### src/hdl/rwla_pkg.sv
// Shared types and constants of the reader-writer lock arbiter.
// No dependencies; imported by every module of the block.
`default_nettype none

package rwla_pkg;

    localparam int OPCODE_W  = 3;
    localparam int ID_PORT_W = 8;
    localparam int HOLD_W    = 16;
    localparam int MAX_WAKE  = 16;

    localparam logic signed [HOLD_W-1:0] HOLD_MAX    = 16'sh7FFF;
    localparam logic signed [HOLD_W-1:0] HOLD_WRITER = 16'shFFFF;
    localparam logic signed [HOLD_W-1:0] HOLD_ONE    = 16'sh0001;

    typedef enum logic [OPCODE_W-1:0] {
        OP_READ      = 3'd0,
        OP_TRY_READ  = 3'd1,
        OP_WRITE     = 3'd2,
        OP_TRY_WRITE = 3'd3,
        OP_REL_READ  = 3'd4,
        OP_REL_WRITE = 3'd5,
        OP_DOWNGRADE = 3'd6
    } op_t;

    typedef enum logic [2:0] {
        EV_GRANTED     = 3'd0,
        EV_QUEUED      = 3'd1,
        EV_TRY_FAILED  = 3'd2,
        EV_RELEASED    = 3'd3,
        EV_WOKE_READER = 3'd4,
        EV_WOKE_WRITER = 3'd5,
        EV_REFUSED     = 3'd6
    } ev_kind_t;

    typedef enum logic [2:0] {
        CMD_READ,
        CMD_WRITE,
        CMD_REL_READ,
        CMD_REL_WRITE,
        CMD_DOWNGRADE,
        CMD_BAD
    } cmd_kind_t;

    typedef struct packed {
        cmd_kind_t kind;
        logic      is_try;
    } cmd_t;

    typedef struct packed {
        logic empty;
        logic full;
        logic single;
        logic head_writer;
        logic next_writer;
    } wq_status_t;

endpackage

`default_nettype wire

### src/hdl/rwla_front.sv
// Front end: accepts requests, classifies the opcode and holds up to two commands.
// Depends on rwla_pkg.
`default_nettype none

module rwla_front
    import rwla_pkg::*;
#(
    parameter int IdW = 8
)
(
    input  wire logic                 clk,
    input  wire logic                 rst_n,
    input  wire logic                 req_valid,
    output logic                      req_stall,
    input  wire logic [OPCODE_W-1:0]  opcode,
    input  wire logic [ID_PORT_W-1:0] requester_id,
    output logic                      cmd_valid,
    output cmd_t                      cmd,
    output logic [IdW-1:0]            cmd_id,
    input  wire logic                 cmd_pop
);

    cmd_t           cmd_dec;
    cmd_t           cmd_mem [2];
    logic [IdW-1:0] id_mem  [2];
    logic [1:0]     count_reg, count_next;
    logic           wr_ptr_reg, wr_ptr_next;
    logic           rd_ptr_reg, rd_ptr_next;
    logic           accept;

    assign req_stall = (count_reg == 2'd2);
    assign accept    = req_valid && !req_stall;
    assign cmd_valid = (count_reg != 2'd0);
    assign cmd       = cmd_mem[rd_ptr_reg];
    assign cmd_id    = id_mem[rd_ptr_reg];

    always_comb
    begin
        cmd_dec.kind   = CMD_BAD;
        cmd_dec.is_try = (opcode == OP_TRY_READ) || (opcode == OP_TRY_WRITE);
        unique case (opcode) inside
            OP_READ, OP_TRY_READ:   cmd_dec.kind = CMD_READ;
            OP_WRITE, OP_TRY_WRITE: cmd_dec.kind = CMD_WRITE;
            OP_REL_READ:            cmd_dec.kind = CMD_REL_READ;
            OP_REL_WRITE:           cmd_dec.kind = CMD_REL_WRITE;
            OP_DOWNGRADE:           cmd_dec.kind = CMD_DOWNGRADE;
            default:                cmd_dec.kind = CMD_BAD;
        endcase
    end

    always_comb
    begin
        wr_ptr_next = accept ? !wr_ptr_reg : wr_ptr_reg;
        rd_ptr_next = cmd_pop ? !rd_ptr_reg : rd_ptr_reg;
        count_next  = count_reg;
        if (accept && !cmd_pop)
        begin
            count_next = count_reg + 2'd1;
        end
        else if (!accept && cmd_pop)
        begin
            count_next = count_reg - 2'd1;
        end
    end

    always_ff @(posedge clk or negedge rst_n)
    begin
        if (!rst_n)
        begin
            count_reg  <= 2'd0;
            wr_ptr_reg <= 1'b0;
            rd_ptr_reg <= 1'b0;
        end
        else
        begin
            count_reg  <= count_next;
            wr_ptr_reg <= wr_ptr_next;
            rd_ptr_reg <= rd_ptr_next;
        end
    end

    always_ff @(posedge clk)
    begin
        if (accept)
        begin
            cmd_mem[wr_ptr_reg] <= cmd_dec;
            id_mem[wr_ptr_reg]  <= requester_id[IdW-1:0];
        end
    end

endmodule

`default_nettype wire

### src/hdl/rwla_waitq.sv
// Waiter queue: circular memory of waiting ids with reader/writer marks.
// Keeps the head and the entry after it in registers. Depends on rwla_pkg.
`default_nettype none

module rwla_waitq
    import rwla_pkg::*;
#(
    parameter int QUEUE_DEPTH = 16,
    parameter int IdW         = 8
)
(
    input  wire logic           clk,
    input  wire logic           rst_n,
    input  wire logic           push,
    input  wire logic [IdW-1:0] push_id,
    input  wire logic           push_writer,
    input  wire logic           pop,
    output wq_status_t          status,
    output logic [IdW-1:0]      head_id
);

    localparam int PtrW = $clog2(QUEUE_DEPTH);
    localparam int OccW = $clog2(QUEUE_DEPTH + 1);
    localparam logic [PtrW-1:0] LastIdx = PtrW'(QUEUE_DEPTH - 1);

    logic [IdW:0]      entry_mem [QUEUE_DEPTH];
    logic [IdW:0]      head_entry_reg;
    logic [IdW:0]      next_entry_reg;
    logic [IdW:0]      wr_data;
    logic [PtrW-1:0]   head_ptr_reg, head_ptr_next;
    logic [PtrW-1:0]   tail_ptr_reg, tail_ptr_next;
    logic [PtrW-1:0]   after_ptr;
    logic [OccW-1:0]   occ_reg, occ_next;

    function automatic logic [PtrW-1:0] bump(input logic [PtrW-1:0] p);
        return (p == LastIdx) ? '0 : p + 1'b1;
    endfunction

    assign wr_data       = {push_writer, push_id};
    assign head_ptr_next = pop ? bump(head_ptr_reg) : head_ptr_reg;
    assign tail_ptr_next = push ? bump(tail_ptr_reg) : tail_ptr_reg;
    assign after_ptr     = bump(head_ptr_next);

    always_comb
    begin
        occ_next = occ_reg;
        if (push && !pop)
        begin
            occ_next = occ_reg + 1'b1;
        end
        else if (!push && pop)
        begin
            occ_next = occ_reg - 1'b1;
        end
    end

    always_ff @(posedge clk or negedge rst_n)
    begin
        if (!rst_n)
        begin
            head_ptr_reg <= '0;
            tail_ptr_reg <= '0;
            occ_reg      <= '0;
        end
        else
        begin
            head_ptr_reg <= head_ptr_next;
            tail_ptr_reg <= tail_ptr_next;
            occ_reg      <= occ_next;
        end
    end

    // Forward a write that lands on the entry about to be read.
    always_ff @(posedge clk)
    begin
        if (push)
        begin
            entry_mem[tail_ptr_reg] <= wr_data;
        end
        head_entry_reg <= (push && tail_ptr_reg == head_ptr_next) ?
                          wr_data : entry_mem[head_ptr_next];
        next_entry_reg <= (push && tail_ptr_reg == after_ptr) ?
                          wr_data : entry_mem[after_ptr];
    end

    assign status.empty       = (occ_reg == '0);
    assign status.full        = (occ_reg == OccW'(QUEUE_DEPTH));
    assign status.single      = (occ_reg == OccW'(1));
    assign status.head_writer = head_entry_reg[IdW];
    assign status.next_writer = next_entry_reg[IdW];
    assign head_id            = head_entry_reg[IdW-1:0];

endmodule

`default_nettype wire

### src/hdl/rwla_back.sv
// Back end: hold count, grant and wake sequencer, result register.
// Drives the waiter queue. Depends on rwla_pkg.
`default_nettype none

module rwla_back
    import rwla_pkg::*;
#(
    parameter int IdW = 8
)
(
    input  wire logic                 clk,
    input  wire logic                 rst_n,
    input  wire logic                 cmd_valid,
    input  cmd_t                      cmd,
    input  wire logic [IdW-1:0]       cmd_id,
    output logic                      cmd_pop,
    input  wq_status_t                wq_status,
    input  wire logic [IdW-1:0]       head_id,
    output logic                      wq_push,
    output logic                      wq_push_writer,
    output logic                      wq_pop,
    output logic                      rsp_valid,
    input  wire logic                 rsp_stall,
    output logic [2:0]                event_kind,
    output logic [ID_PORT_W-1:0]      task_id,
    output logic signed [HOLD_W-1:0]  hold_count,
    output logic                      last
);

    localparam int WakeCntW = $clog2(MAX_WAKE);
    localparam logic [WakeCntW-1:0] WakeCntLast = WakeCntW'(MAX_WAKE - 1);

    typedef enum logic {
        ST_IDLE,
        ST_WAKE
    } state_t;

    state_t                    state_reg, state_next;
    logic signed [HOLD_W-1:0]  holders_reg, holders_next;
    logic [WakeCntW-1:0]       wake_cnt_reg, wake_cnt_next;
    logic                      rsp_valid_reg, rsp_valid_next;
    ev_kind_t                  kind_reg, kind_next;
    logic [IdW-1:0]            id_reg, id_next;
    logic signed [HOLD_W-1:0]  hold_reg, hold_next;
    logic                      last_reg, last_next;
    logic                      out_ready;
    logic                      run_last;
    logic                      do_wake;
    logic                      allow_writer;
    logic signed [HOLD_W-1:0]  base;

    assign out_ready = !rsp_valid_reg || !rsp_stall;
    assign run_last  = wq_status.single || wq_status.next_writer;

    always_comb
    begin
        state_next     = state_reg;
        holders_next   = holders_reg;
        wake_cnt_next  = wake_cnt_reg;
        rsp_valid_next = rsp_valid_reg && rsp_stall;
        kind_next      = kind_reg;
        id_next        = id_reg;
        hold_next      = hold_reg;
        last_next      = last_reg;
        cmd_pop        = 1'b0;
        wq_push        = 1'b0;
        wq_push_writer = 1'b0;
        wq_pop         = 1'b0;
        do_wake        = 1'b0;
        allow_writer   = 1'b0;
        base           = holders_reg;
        unique case (state_reg)
            ST_IDLE:
            begin
                if (cmd_valid && out_ready)
                begin
                    cmd_pop        = 1'b1;
                    rsp_valid_next = 1'b1;
                    last_next      = 1'b1;
                    id_next        = cmd_id;
                    kind_next      = EV_REFUSED;
                    unique case (cmd.kind)
                        CMD_READ:
                        begin
                            if (!holders_reg[HOLD_W-1] && wq_status.empty)
                            begin
                                if (holders_reg != HOLD_MAX)
                                begin
                                    holders_next = holders_reg + HOLD_ONE;
                                    kind_next    = EV_GRANTED;
                                end
                            end
                            else if (cmd.is_try)
                            begin
                                kind_next = EV_TRY_FAILED;
                            end
                            else if (!wq_status.full)
                            begin
                                wq_push   = 1'b1;
                                kind_next = EV_QUEUED;
                            end
                        end
                        CMD_WRITE:
                        begin
                            if (holders_reg == '0 && wq_status.empty)
                            begin
                                holders_next = HOLD_WRITER;
                                kind_next    = EV_GRANTED;
                            end
                            else if (cmd.is_try)
                            begin
                                kind_next = EV_TRY_FAILED;
                            end
                            else if (!wq_status.full)
                            begin
                                wq_push        = 1'b1;
                                wq_push_writer = 1'b1;
                                kind_next      = EV_QUEUED;
                            end
                        end
                        CMD_REL_READ:
                        begin
                            if (holders_reg == HOLD_ONE)
                            begin
                                do_wake      = 1'b1;
                                allow_writer = 1'b1;
                                base         = '0;
                            end
                            else if (!holders_reg[HOLD_W-1] && holders_reg != '0)
                            begin
                                holders_next = holders_reg - HOLD_ONE;
                                kind_next    = EV_RELEASED;
                            end
                        end
                        CMD_REL_WRITE:
                        begin
                            do_wake      = 1'b1;
                            allow_writer = 1'b1;
                            base         = '0;
                        end
                        CMD_DOWNGRADE:
                        begin
                            do_wake = 1'b1;
                            base    = HOLD_ONE;
                        end
                        default:
                        begin
                            kind_next = EV_REFUSED;
                        end
                    endcase
                    if (do_wake)
                    begin
                        holders_next = base;
                        kind_next    = EV_RELEASED;
                        if (!wq_status.empty)
                        begin
                            if (wq_status.head_writer)
                            begin
                                if (allow_writer)
                                begin
                                    holders_next = HOLD_WRITER;
                                    kind_next    = EV_WOKE_WRITER;
                                    id_next      = head_id;
                                    wq_pop       = 1'b1;
                                end
                            end
                            else
                            begin
                                holders_next = base + HOLD_ONE;
                                kind_next    = EV_WOKE_READER;
                                id_next      = head_id;
                                wq_pop       = 1'b1;
                                last_next    = run_last;
                                if (!run_last)
                                begin
                                    state_next    = ST_WAKE;
                                    wake_cnt_next = WakeCntW'(1);
                                end
                            end
                        end
                    end
                    hold_next = holders_next;
                end
            end
            ST_WAKE:
            begin
                if (out_ready)
                begin
                    rsp_valid_next = 1'b1;
                    kind_next      = EV_WOKE_READER;
                    id_next        = head_id;
                    wq_pop         = 1'b1;
                    if (holders_reg != HOLD_MAX)
                    begin
                        holders_next = holders_reg + HOLD_ONE;
                    end
                    hold_next     = holders_next;
                    last_next     = run_last || (wake_cnt_reg == WakeCntLast);
                    wake_cnt_next = wake_cnt_reg + 1'b1;
                    if (last_next)
                    begin
                        state_next = ST_IDLE;
                    end
                end
            end
            default:
            begin
                state_next = ST_IDLE;
            end
        endcase
    end

    always_ff @(posedge clk or negedge rst_n)
    begin
        if (!rst_n)
        begin
            state_reg     <= ST_IDLE;
            holders_reg   <= '0;
            wake_cnt_reg  <= '0;
            rsp_valid_reg <= 1'b0;
            kind_reg      <= EV_GRANTED;
            id_reg        <= '0;
            hold_reg      <= '0;
            last_reg      <= 1'b0;
        end
        else
        begin
            state_reg     <= state_next;
            holders_reg   <= holders_next;
            wake_cnt_reg  <= wake_cnt_next;
            rsp_valid_reg <= rsp_valid_next;
            kind_reg      <= kind_next;
            id_reg        <= id_next;
            hold_reg      <= hold_next;
            last_reg      <= last_next;
        end
    end

    assign rsp_valid  = rsp_valid_reg;
    assign event_kind = kind_reg;
    assign task_id    = ID_PORT_W'(id_reg);
    assign hold_count = hold_reg;
    assign last       = last_reg;

endmodule

`default_nettype wire

### src/hdl/reader_writer_lock_arbiter_top.sv
// Reader-writer lock arbiter top level: front end, waiter queue and back end.
// Depends on rwla_pkg, rwla_front, rwla_waitq and rwla_back.
//
//   Channel  Direction  Handshake             Payload
//   req      in         req_valid/req_stall   opcode, requester_id
//   rsp      out        rsp_valid/rsp_stall   event_kind, task_id, hold_count, last
//
// An accepted request waits in the front queue, then the back end decides it and
// registers its first result. Results leave at up to one per cycle.
// A wake run emits one woken reader per cycle unless rsp_stall holds it (at most 16),
// paced by the waiter memory's registered head and next-entry reads.
// Reset clears the hold count, pointers and control; the waiter memory is not cleared.
// The front queue holds two requests; rsp_stall holds the result register and back end.
`default_nettype none

module reader_writer_lock_arbiter_top
    import rwla_pkg::*;
#(
    parameter int QUEUE_DEPTH  = 16,
    parameter int TASK_ID_BITS = 8
)
(
    input  wire logic                 clk,
    input  wire logic                 rst_n,
    input  wire logic                 req_valid,
    output logic                      req_stall,
    input  wire logic [OPCODE_W-1:0]  opcode,
    input  wire logic [ID_PORT_W-1:0] requester_id,
    output logic                      rsp_valid,
    input  wire logic                 rsp_stall,
    output logic [2:0]                event_kind,
    output logic [ID_PORT_W-1:0]      task_id,
    output logic signed [HOLD_W-1:0]  hold_count,
    output logic                      last
);

    localparam int IdW = (TASK_ID_BITS < ID_PORT_W) ? TASK_ID_BITS : ID_PORT_W;

    logic           cmd_valid;
    cmd_t           cmd;
    logic [IdW-1:0] cmd_id;
    logic           cmd_pop;
    wq_status_t     wq_status;
    logic [IdW-1:0] head_id;
    logic           wq_push;
    logic           wq_push_writer;
    logic           wq_pop;

    rwla_front #(
        .IdW (IdW)
    ) u_front (
        .clk          (clk),
        .rst_n        (rst_n),
        .req_valid    (req_valid),
        .req_stall    (req_stall),
        .opcode       (opcode),
        .requester_id (requester_id),
        .cmd_valid    (cmd_valid),
        .cmd          (cmd),
        .cmd_id       (cmd_id),
        .cmd_pop      (cmd_pop)
    );

    rwla_waitq #(
        .QUEUE_DEPTH (QUEUE_DEPTH),
        .IdW         (IdW)
    ) u_waitq (
        .clk         (clk),
        .rst_n       (rst_n),
        .push        (wq_push),
        .push_id     (cmd_id),
        .push_writer (wq_push_writer),
        .pop         (wq_pop),
        .status      (wq_status),
        .head_id     (head_id)
    );

    rwla_back #(
        .IdW (IdW)
    ) u_back (
        .clk            (clk),
        .rst_n          (rst_n),
        .cmd_valid      (cmd_valid),
        .cmd            (cmd),
        .cmd_id         (cmd_id),
        .cmd_pop        (cmd_pop),
        .wq_status      (wq_status),
        .head_id        (head_id),
        .wq_push        (wq_push),
        .wq_push_writer (wq_push_writer),
        .wq_pop         (wq_pop),
        .rsp_valid      (rsp_valid),
        .rsp_stall      (rsp_stall),
        .event_kind     (event_kind),
        .task_id        (task_id),
        .hold_count     (hold_count),
        .last           (last)
    );

endmodule

`default_nettype wire

### config.mk
export PLATFORM = sky130hd
export DESIGN_NAME = reader_writer_lock_arbiter_top
export DESIGN_NICKNAME = d
export VERILOG_FILES = /design/src/hdl/rwla_pkg.sv /design/src/hdl/rwla_front.sv /design/src/hdl/rwla_waitq.sv /design/src/hdl/rwla_back.sv /design/src/hdl/reader_writer_lock_arbiter_top.sv
export SDC_FILE = /design/constraint.sdc
export NUM_CORES = 1
export LEC_CHECK = 0
export BUFFER_PORTS_ARGS = -buffer_cell sky130_fd_sc_hd__buf_2
export CAP_MARGIN = 0
export CORE_ASPECT_RATIO = 1.5
export CORE_MARGIN = 4
export CORE_UTILIZATION = 50
export DETAILED_ROUTE_END_ITERATION = 6
export PLACE_DENSITY_LB_ADDON = 0.3
export SYNTH_ARGS = -nofsm -noshare
export SYNTH_HDL_FRONTEND = slang
export SYNTH_SLANG_ARGS = --single-unit
### constraint.sdc
create_clock -name clk -period 3.3 [get_ports clk]
set_input_delay 0.66 -clock clk [delete_from_list [all_inputs] [get_ports clk]]
set_output_delay 0.66 -clock clk [all_outputs]
set_load 0.01 [all_outputs]
# == Word-level counts from Yosys, hierarchy flattened ==
# Memories as Yosys holds them, arrays and structs flattened. A register that Yosys moved wholly into a read port is not among the register bits.
# Cells that the tools add are included.
# word_totals
regBits,51
ramBits,168
n_memories,3
# memory_table
name,words,word_bits,rd,rd_ports_with_merged_regs,wr,line_no,text
u_waitq.entry_mem,16,9,2,2,1,rwla_waitq.sv:26,logic [IdW:0] entry_mem [QUEUE_DEPTH];
u_front.id_mem,2,8,1,0,1,rwla_front.sv:25,logic [IdW-1:0] id_mem [2];
u_front.cmd_mem,2,4,1,0,1,rwla_front.sv:24,cmd_t cmd_mem [2];
# classes
eq_ne,30
reduce_logical,38
bitwise_logic,1
mux,102
addsub,11
# op_table
op,n
2-to-1 mux 16 bit,14
case mux 16 bit (3 select lines),2
2-to-1 mux 8 bit,6
2-to-1 mux 1 bit,40
2-to-1 mux 4 bit,10
2-to-1 mux 3 bit,13
adder 16 x 2 -> 16 bit (second input constant),2
case mux 16 bit (2 select lines),1
inequality test 5 bit (second input constant),4
adder 4 x 1 -> 4 bit (second input constant),4
equality test 16 x 2 -> 1 bit (second input constant),1
equality test 4 bit (second input constant),4
logical NOT 16 bit,1
inequality test 16 bit (second input constant),1
case mux 8 bit (2 select lines),1
nonzero test 16 bit,1
subtractor 16 x 2 -> 16 bit (second input constant),1
case mux 3 bit (5 select lines),1
case mux 1 bit (2 select lines),7
equality test 3 x 2 -> 1 bit (second input constant),4
equality test 3 bit (second input constant),4
logical AND 1 bit,10
logical NOT 1 bit,10
2-to-1 mux 5 bit,2
other kinds (24),38

# == Logic depth before layout (Yosys ltp) ==
# Gate-level depths: netlist (run 1).
# logic_depth
word_depth,14
depth_mapped,13
depth_no_buf,12

# == Hierarchy ==
# Synthesis (run 1) repeated with hierarchy kept, for this count alone.
# unflattened
cells_unflattened,844
area_unflattened_um2,11179.5
# modules_own_cells
module,cells_per_inst,seq_area_each_um2,area_per_inst_um2,instances
rwla_waitq,353,4809.6,6725.2,1
rwla_back,431,850.8,3325.7,1
rwla_front,60,820.8,1128.6,1

# == Least setup slack after synthesis (run 1) ==
# OpenSTA, ideal clock, no wires.
# synth_timing
path_kind,reg-to-reg
from,reg (tool-made name)
to,reg u_waitq.occ_reg[3]
path_stages_with_launch,13
n_path_buf,2
t_arrival_ps,3198
period_less_slack_ps,3277
slack_ps,23
setup_time_ps,79
cell_sequence,dfxtp_1 -> buf_2 -> mux4_2 -> mux4_2 -> nor2_1 -> nor2_1 -> o21ai_1 -> buf_2 -> inv_1 -> ha_1 -> or4_1 -> a21oi_1 -> xor2_1
# synth_lines
element,line_no,text
end signal: assignment,rwla_waitq.sv:69,occ_reg <= occ_next;
end: declaration,rwla_waitq.sv:33,"logic [OccW-1:0] occ_reg, occ_next;"

==> flow_summary.json, run 1 <==
{
  "outcome": "complete, no violations",
  "fin_skew_ns": 0.0134,
  "clock.fmax_mhz": 328,
  "avgRoutedWirePerCell_um": 24.0,
  "synth-edff-count": 168,
  "port_buffers": 44,
  "h-tree-depth": 1,
  "start_kind": "flop",
  "synth_ff_type": "edfxtp_1",
  "synth_seq_cells": 227,
  "start_util_pct": 50.9,
  "first_pass_iters": 5,
  "num-fill-cells": 1639,
  "antennaDiodeCount": 0,
  "synth_compound_area_share_pct": 9.13,
  "synth.avg_cell_area_um2": 13.8,
  "numClockSinks": 227,
  "r2r_cells": 10,
  "cp-end-kind": "flop",
  "synth_area_leader_cell": "edfxtp_1",
  "ys_top_cells_by_area": "edfxtp_1, dfrtp_1, mux4_2, ha_1, nand2_1",
  "synth_top_family_by_area": "multiplexers",
  "die_h_um": 188,
  "rsz0062_at_grt": "no",
  "gp_congestion": 0.986,
  "drive_gt1_share_pct": 25.2,
  "layout.nets": 910,
  "yosysSeqAreaShare_pct": 60.2,
  "cp_top_family": "multiplexers",
  "ys_async_sr_fraction_pct": 22.5,
  "tightest_slew_ns": 1.04,
  "path_clk_slew_ns": 0.07,
  "ir_drop_v": 0.000631,
  "placed_area_um2": 11700,
  "cts_buffers": 22,
  "antenna_found_initial": 0,
  "max_stage_delay_ns": 0.52,
  "finalCritPeriodShare_pct": 92.3,
  "setup_viol": 0,
  "netlist_area_um2": 10800,
  "route.detailed.drc": 0,
  "p_leak_nw": 4.46,
  "fp.dieArea_um2": 24000,
  "crit_end": "u_waitq.occ_reg[3]",
  "place_inst": 1122,
  "finalPower_mw": 11.8,
  "grt_pass1_wl_um": 43000,
  "grt-ovfl-total": 0,
  "report.final.slew_viol_count": 0,
  "worst_path_max_delay_cell": "mux4_2",
  "yosysTopAreaCellShare_pct": 46.9,
  "grt_pass1_vias": 7572,
  "crit_arrival_ns": 3.47,
  "die_x_um": 128,
  "r2r_setup_slack_ns": 0.25,
  "row_count": 65,
  "finalSetupTns_ns": 0,
  "cp.depth": 10,
  "hold_viol": 0,
  "areaGrowthSynthToFinish_pct": 14.8,
  "path_class": "reg -> reg",
  "via_per_inst": 6.31,
  "vias": 7328,
  "relSlewSlack_pct": 30.7,
  "ant_nets": 0,
  "ys_types": 77,
  "io_pins": 45,
  "drv_cap": 0,
  "critPathBufInv": 1,
  "cp_cell_sequence": "mux4_2 -> mux4_2 -> nor2_1 -> nor2_1 -> o21ai_1 -> inv_1 -> ha_1 -> or4_1 -> a21oi_1 -> xor2_1",
  "yosysMostFrequentCell": "edfxtp_1",
  "cts_tree": "built",
  "grt_start_max_net_pins": 37,
  "dp.final_hpwl_um": 20000,
  "synthSimpleGateAreaFrac_pct": 10.2,
  "drt-initial-drc-count": 699,
  "synth_fa_ha_area_share_pct": 2.07,
  "cts_root_buffer": "clkbuf_16",
  "worst_slack_ns": 0.253,
  "synth.net_count": 812,
  "hp-class": "in -> async",
  "yosys-top-cells-count": "edfxtp_1, nand2_1, dfrtp_1",
  "core_um2": 21100,
  "critPathMaxFanout": 6,
  "synthMuxAreaShare_pct": 13.5,
  "final_cells": 1162,
  "synth-xor-area-share_pct": 2.36,
  "power_density_nw_per_um2": 955,
  "min_period_ns": 3.05,
  "final_cell_area_um2": 12400,
  "crit_required_ns": 3.73,
  "largest_reg_flops": 144,
  "post-place-ws_ns": 0.0992,
  "track_usage_pct": 23.2,
  "reg2reg_to": "u_waitq.occ_reg[3]",
  "routed_wl_um": 27900,
  "clockBufferDepth": 3,
  "clkLatencyLatePin_ns": 0.50,
  "syn_inst": 780,
  "yosys_warnings": 0
}
-- through the flow --
step                      hold WS, ns  utilization, %
after floorplan                 0.364               -
after global placement          0.464            55.3
after detailed placement        0.482            55.3
after CTS                       0.290            58.4
after global routing            0.331            58.4
final                           0.274            58.4
-- what timing repair did --
item | in CTS | in global routing
gates resized for setup | 0 | 2
hold buffers | 0 | 0
setup buffers | 0 | 0
endpoints found under the setup margin | 0 | 1
-- per-layer routing --
metal	vias to the layer above	GRT usage [%]	routed length, um
met5	-	0	0
met1	3707	27.1	10200
li1	3245	-	-
met3	75	3.22	1490
met2	301	42.4	15100
met4	0	8.95	1080
-- placed cells by master, fill, tap and decap left out, types with 5 or more instances in the layout --
cell / count
xor2_1: 10
or3_1: 5
dfxtp_1: 6
buf_2: 44
a31oi_1: 9
nand2_1: 55
ha_1: 17
a211o_1: 5
nor2_1: 50
mux2_2: 13
inv_1: 19
clkbuf_16: 23
buf_4: 77
mux2i_1: 16
o21ai_0: 41
clkbuf_1: 7
dfrtp_1: 51
nand3_1: 19
mux4_2: 46
o211ai_1: 10
edfxtp_1: 168
xnor2_1: 19
a21oi_1: 33
nor3_1: 17
nor2b_1: 6
nand4_1: 17
and3_1: 8
-- cell families (layout without fill, tap and decap cells) --
family                     Yosys count  count (layout)
AOI/OAI and AO/OA                  147             147
xor gates and xnor gates            29              29
adders and majority gates           18              18
buffers and inverters               66             180
DFF                                227             227
muxes                               79              79
and+or+nand+nor                    214             214
-- where the power goes --
part / internal, mW / total (mW) / switching [mW] / leakage (nW)
Combinational: 2.20 / 5.28 / 3.09 / 1.95
Sequential: 3.78 / 4.21 / 0.435 / 2.19
Clock: 1.28 / 2.30 / 1.02 / 0.315
Total: 7.26 / 11.8 / 4.54 / 4.46
-- worst min path at each step --
stage	end	slack [ns]	depth (start not counted)
4_1_cts	u_back.holders_reg[9]	0.29	1
2_1_floorplan	u_back.event_kind[0]	0.36	0
6_report	u_back.holders_reg[9]	0.27	1
3_3_place_gp	u_back.task_id[3]	0.46	2
5_1_grt	u_front.id_mem[0][6]	0.33	1
3_5_place_dp	u_back.task_id[2]	0.48	2
-- layout make-up --
class / count / area [um2] / area share, %
Clock buffer: 30 / 602 / 4.87
Clock inverter: 10 / 53.8 / 0.435
Tap cell: 268 / 335 / 2.71
Sequential cell: 227 / 6490 / 52.5
Multi-Input combinational cell: 487 / 4010 / 32.4
Inverter: 19 / 71.3 / 0.577
Timing Repair Buffer: 121 / 798 / 6.46
Note: power is estimated with default switching activity, not from simulation.
==> run 2, diff against run 1 <==
--- a/config.mk
+++ b/config.mk
@@ -5,6 +5,7 @@
 export SDC_FILE = /design/constraint.sdc
 export NUM_CORES = 1
 export LEC_CHECK = 0
+export ABC_AREA = 1
 export BUFFER_PORTS_ARGS = -buffer_cell sky130_fd_sc_hd__buf_2
 export CAP_MARGIN = 0
 export CORE_ASPECT_RATIO = 1.5
@@ -12,6 +13,7 @@
 export CORE_UTILIZATION = 50
 export DETAILED_ROUTE_END_ITERATION = 6
 export PLACE_DENSITY_LB_ADDON = 0.3
+export REMOVE_ABC_BUFFERS = 1
 export SYNTH_ARGS = -nofsm -noshare
 export SYNTH_HDL_FRONTEND = slang
 export SYNTH_SLANG_ARGS = --single-unit
==> flow_summary.json, run 2 <==
{
  "outcome": "complete, no violations",
  "layout.nets": 1269,
  "vias": 8714,
  "p_leak_nw": 5.11,
  "synth_ff_type": "edfxtp_1",
  "clockBufferDepth": 3,
  "yosys-top-cells-count": "nand2_1, edfxtp_1, nor2_1",
  "relSlewSlack_pct": 38.4,
  "synth_area_leader_cell": "edfxtp_1",
  "tightest_slew_ns": 0.924,
  "cp-startpoint": "u_back.holders_reg[0]",
  "finalCritPeriodShare_pct": 93.1,
  "crit_end": "u_waitq.occ_reg[3]",
  "fin_skew_ns": 0.0116,
  "largest_reg_flops": 144,
  "cp-end-kind": "flop",
  "ant_nets": 0,
  "areaGrowthSynthToFinish_pct": 13.0,
  "min_period_ns": 3.07,
  "finalSetupTns_ns": 0,
  "worst_slack_ns": 0.228,
  "holdBufCountCts": 0,
  "hold_viol": 0,
  "start_kind": "flop",
  "synth-edff-count": 168,
  "layout_common_cells": "nand2_1, edfxtp_1, nor2_1",
  "reg2reg_to": "u_waitq.occ_reg[3]",
  "dp.final_hpwl_um": 20800,
  "numClockSinks": 227,
  "path_clk_slew_ns": 0.06,
  "row_count": 66,
  "drv_cap": 0,
  "final_common_cell": "nand2_1",
  "yosysMostFrequentCell": "nand2_1",
  "avgRoutedWirePerCell_um": 19.3,
  "seqCellArea_um2": 6480,
  "yosys_warnings": 0,
  "gp_congestion": 0.953,
  "start_util_pct": 51.0,
  "grt_pass1_vias": 8566,
  "crit_required_ns": 3.69,
  "grt_start_max_net_pins": 39,
  "ys_async_sr_fraction_pct": 22.5,
  "antenna_found_initial": 0,
  "post-place-ws_ns": 0.214,
  "setup_viol": 0,
  "yosysSeqAreaShare_pct": 58.3,
  "crit_arrival_ns": 3.46,
  "placed_area_um2": 11900,
  "drt-initial-drc-count": 692,
  "via_per_inst": 5.71,
  "final_cell_area_um2": 12600,
  "track_usage_pct": 23.9,
  "num-fill-cells": 1917,
  "route.detailed.drc": 0,
  "cts_buffers": 22,
  "clkLatencyLatePin_ns": 0.51,
  "r2r_start": "u_back.holders_reg[0]",
  "port_buffers": 44,
  "cts_root_buffer": "clkbuf_16",
  "fin_util_pct": 57.6,
  "antennaDiodeCount": 0,
  "ir_drop_v": 0.000513,
  "hp-class": "in -> async",
  "die_h_um": 191,
  "synth.avg_cell_area_um2": 9.59,
  "synth_seq_cells": 227,
  "power_density_nw_per_um2": 1020,
  "critPathMaxFanout": 7,
  "yosysTopAreaCellShare_pct": 45.4,
  "fp.dieArea_um2": 24700,
  "netlist_area_um2": 11100,
  "cts_tree": "built",
  "path_class": "reg -> reg",
  "r2r_setup_slack_ns": 0.23,
  "ys_types": 48,
  "drive_gt1_share_pct": 15.2,
  "rsz0062_at_grt": "no",
  "clock.fmax_mhz": 326,
  "r2r_cells": 15,
  "first_pass_iters": 5,
  "multi_input_area_um2": 3970,
  "core_um2": 21800,
  "ys_top_cells_by_area": "edfxtp_1, dfrtp_1, nand2_1, o21ai_0, nor2_1",
  "syn_inst": 1159,
  "die_x_um": 130,
  "finalPower_mw": 12.8,
  "h-tree-depth": 1,
  "io_pins": 45,
  "grt_pass1_wl_um": 46000,
  "grt-ovfl-total": 0,
  "routed_wl_um": 29400,
  "report.final.slew_viol_count": 0
}
[run 2: cell types whose count changed in the layout (fill, tap and decap cells not counted), moves of 46 or more]
cell	delta
nor2_1	+111
mux4_2	-46
inv_1	+83
nand2_1	+124
o21ai_0	+90
nand3_1	+52
[run 2: worst max-delay path, stage by stage (launching register included)]
cell	delay (ns)
dfrtp_1	0.51
ha_1	0.19
nand2_1	0.05
nor2_1	0.18
nand2_1	0.15
a21o_1	0.22
nand2_2	0.10
nand4_4	0.15
nand2_4	0.15
inv_1	0.05
ha_1	0.36
or2_2	0.31
o32ai_1	0.20
o21ai_0	0.14
xor2_1	0.14
inv_1	0.05
[run 2: power by group]
part / internal [mW] / switching, mW / leakage, nW
logic: 1.93 / 4.11 / 2.57
registers: 3.83 / 0.447 / 2.20
clock network: 1.37 / 1.07 / 0.337
[run 2: stage by stage]
step                std cells  hold WS [ns]
finish                   1525         0.297
global route             1525         0.335
CTS                      1525         0.318
detailed placement       1485         0.474
floorplan                1115         0.364
global placement         1485         0.472
[run 2: worst min path at each step]
stage / from / to / cells after the start
finish: rst_n / u_back.holders_reg[3] / 1
global route: requester_id[7] / u_front.id_mem[1][7] / 1
CTS: rst_n / u_back.holders_reg[3] / 1
detailed placement: u_back.task_id[3] / u_back.task_id[3] / 2
global placement: u_back.task_id[1] / u_back.task_id[1] / 2
floorplan: rst_n / u_back.event_kind[0] / 0
[run 2: final cells by class]
class                   instances  area share (%)
flip-flops and latches        227            51.6
well taps                     272            2.71
clock buffers                  27            4.70
inverters                     119            3.58
repair buffers                 98            4.98
multi-input cells             769            31.6
clock inverters                13           0.837
[run 2: timing repair]
action                                  in CTS  in global routing
endpoints found under the setup margin       0                  1
hold endpoints to repair                     0                  0
resized for setup                            0                  2
setup buffers                                0                  0
[run 2: kinds of logic (layout without fill, tap and decap cells)]
family          after synthesis  in the layout  synth area share (%)
simple gates                467            467                  18.2
compound gates              263            263                  13.8
flops                       227            227                  58.3
buf+inv                     163            257                  6.05
xor+xnor                     22             22                  1.73
fa+ha+maj                    17             17                  1.91
[run 2: metal layers]
| layer | routed length, um | up-vias | global-route usage (%) |
|---|---|---|---|
| met3 | 1490 | 116 | 3.03 |
| met4 | 2050 | 0 | 14.4 |
| li1 | - | 4133 | - |
| met1 | 10600 | 4156 | 26.6 |
| met5 | 0 | - | 0 |
| met2 | 15300 | 309 | 42.9 |
==> run 3, diff against run 2 <==
--- a/config.mk
+++ b/config.mk
@@ -5,7 +5,6 @@
 export SDC_FILE = /design/constraint.sdc
 export NUM_CORES = 1
 export LEC_CHECK = 0
-export ABC_AREA = 1
 export BUFFER_PORTS_ARGS = -buffer_cell sky130_fd_sc_hd__buf_2
 export CAP_MARGIN = 0
 export CORE_ASPECT_RATIO = 1.5
@@ -16,4 +15,5 @@
 export REMOVE_ABC_BUFFERS = 1
 export SYNTH_ARGS = -nofsm -noshare
 export SYNTH_HDL_FRONTEND = slang
+export SYNTH_HIERARCHICAL = 1
 export SYNTH_SLANG_ARGS = --single-unit
==> constraint.sdc (replaced) <==
create_clock -name clk -period 2.9 [get_ports clk]
set_input_delay 0.58 -clock clk [delete_from_list [all_inputs] [get_ports clk]]
set_output_delay 0.58 -clock clk [all_outputs]
set_load 0.01 [all_outputs]
==> flow_summary.json, run 3 <==
{
  "pwr-share-seq_pct": 33.3,
  "netlist_area_um2": 11200,
  "synth-edff-count": 168,
  "power_density_nw_per_um2": 1090,
  "die_x_um": 130,
  "final_cell_area_um2": 13100,
  "first_pass_iters": 5,
  "setup_viol": 2,
  "use_met3_pct": 2.60,
  "track_usage_pct": 22.3,
  "fin_skew_ns": 0.00949,
  "final_common_cell": "edfxtp_1",
  "areaGrowthSynthToFinish_pct": 17.2,
  "met1_usage_pct": 25.8,
  "report.final.slew_viol_count": 0,
  "fin_hold_ws_ns": 0.200,
  "switching_share_pct": 37.8,
  "drt-initial-drc-count": 588,
  "hold_viol": 0,
  "crit_required_ns": 3.34,
  "vias": 7764,
  "ys_async_sr_fraction_pct": 22.5,
  "layout.nets": 997,
  "ys_top_cells_by_area": "edfxtp_1, dfrtp_1, mux4_2, mux4_1, ha_1",
  "core_um2": 21900,
  "yosysTopAreaCellShare_pct": 45.1,
  "post-place-ws_ns": -0.242,
  "ant_nets": 0,
  "die_h_um": 191,
  "path_class": "reg -> reg",
  "finalCritPeriodShare_pct": 102,
  "routed_wl_um": 27500,
  "antennaDiodeCount": 0,
  "fin_util_pct": 59.9,
  "min_period_ns": 2.95,
  "hp-class": "in -> async",
  "cp-end-kind": "flop",
  "path_clk_slew_ns": 0.06,
  "tightest_slew_ns": 0.913,
  "h-tree-depth": 1,
  "clockBufferDepth": 3,
  "place_inst": 1204,
  "use_met2_pct": 41.1,
  "yosysMostFrequentCell": "edfxtp_1",
  "syn_inst": 844,
  "crit_arrival_ns": 3.39,
  "route.detailed.drc": 0,
  "seqCellArea_um2": 6490,
  "drv_cap": 0,
  "via_per_inst": 6.20,
  "outcome": "complete, but fails checks",
  "clock.fmax_mhz": 339,
  "yosysSeqAreaShare_pct": 58.0,
  "p_int_mw": 8.87,
  "row_count": 66,
  "largest_reg_flops": 144,
  "dp.final_hpwl_um": 19200,
  "drive_gt1_share_pct": 29.3,
  "cts_tree": "built",
  "pwr-share-comb_pct": 47.1,
  "synth_ff_type": "edfxtp_1",
  "top_register": "u_waitq/entry_mem",
  "multi_input_area_um2": 4470,
  "violations": "setup timing",
  "synth_seq_cells": 227,
  "holdBufCountCts": 0,
  "port_buffers": 44,
  "yosys_warnings": 6,
  "cts_buffers": 22,
  "synth.avg_cell_area_um2": 13.2,
  "grt_pass1_wl_um": 42700,
  "p_leak_nw": 4.81,
  "start_kind": "flop",
  "grt_start_max_net_pins": 38,
  "avgRoutedWirePerCell_um": 22.0,
  "rsz0062_at_grt": "yes",
  "fp.dieArea_um2": 24900,
  "clkLatencyLatePin_ns": 0.51,
  "ys_types": 87,
  "finalSetupTns_ns": -0.0587,
  "finalPower_mw": 14.3,
  "grt.busiest_layer": "met2",
  "grt-ovfl-total": 0,
  "synth_area_leader_cell": "edfxtp_1",
  "placed_area_um2": 12200,
  "pwr-share-clk_pct": 19.7,
  "antenna_found_initial": 0,
  "grt_pass1_vias": 7800,
  "layout_common_cells": "edfxtp_1, buf_4, nand2_1",
  "relSlewSlack_pct": 39.1,
  "start_util_pct": 51.1,
  "io_pins": 45,
  "p_sw_mw": 5.38,
  "numClockSinks": 227,
  "yosys-top-cells-count": "edfxtp_1, nand2_1, nor2_1",
  "worst_slack_ns": -0.0472,
  "final_cells": 1252,
  "gp_congestion": 0.932,
  "cts_root_buffer": "clkbuf_16",
  "num-fill-cells": 1683,
  "critPathMaxFanout": 7,
  "ir_drop_v": 0.000546
}
[run 3: cell types whose count changed in the layout (fill, tap and decap cells not counted), sizes merged, moves of 13 or more]
cell    previous run  this run
inv              119        19
mux4               0        40
o21ai            163        46
nand3             73        26
nand2b             0        13
nand2            192        55
mux2               0        17
buf               98       150
o22ai             43         4
nor2             167        56
a22oi              1        23
[run 3: final timing paths]
kind,start,to,slack (ns),cells after the start
worst max-delay path,flop,u_waitq/occ_reg[3],-0.05,13
worst min-delay path,rst_n,u_back/hold_count[12],0.20,1
worst max register to register,flop,u_waitq/occ_reg[3],-0.05,13
worst min register to register,u_back/last,u_back/last,0.48,2
max in group asynchronous,rst_n,u_front/rd_ptr_reg,2.01,2
min in group clk,requester_id[4],u_front/id_mem[0][4],0.26,1
[run 3: power groups by stage]
stage	Combinational, mW	Clock [mW]	Sequential (mW)
2_1_floorplan	3.50	0	5.11
3_3_place_gp	6.26	0	4.76
3_5_place_dp	6.34	0	4.78
4_1_cts	6.43	2.86	4.73
5_1_grt	7.26	3.01	4.81
6_report	6.71	2.80	4.74
[run 3: worst max-delay path, stage by stage (launching register included)]
cell and delay [ns]:
dfxtp_4 0.41, mux4_2 0.52, a22oi_2 0.21, nand2_2 0.09, nor2_2 0.13, a31o_2 0.12, a41oi_2 0.04, a21o_1 0.21
a21oi_2 0.21, inv_2 0.06, ha_2 0.17, or4_4 0.41, a21oi_2 0.16, xor2_1 0.14
[run 3: what timing repair did]
item                                    CTS  global route
endpoints found under the setup margin   52           115
gates resized for setup                  11            40
buffers inserted                          2             7
pin swaps                                 6            14
hold endpoints to repair                  0             0
[run 3: layer usage]
metal	up-vias	wire (um)
li1	3543	-
met1	3865	10000
met2	276	14900
met3	80	1330
met4	0	1220
met5	-	0
[run 3: area by class of cell]
| type | count | share of cell area [%] |
|---|---|---|
| timing repair buffer | 150 | 7.91 |
| clock inverter | 11 | 0.936 |
| inverter | 18 | 0.516 |
| sequential | 227 | 49.5 |
| clock buffer | 28 | 4.45 |
| multi-input combinational | 546 | 34.1 |
| tap | 272 | 2.60 |
[run 3: cells by family (layout without fill, tap and decap cells)]
family                     after synthesis  after routing  synth area share [%]
buffers and inverters                   71            207                  3.34
DFF                                    227            227                  58.0
AOI/OAI and AO/OA                      185            185                  11.3
adders and majority gates               17             17                  1.90
and+or+nand+nor                        251            251                  12.0
muxes                                   67             67                  11.5
xor gates and xnor gates                26             26                  2.04
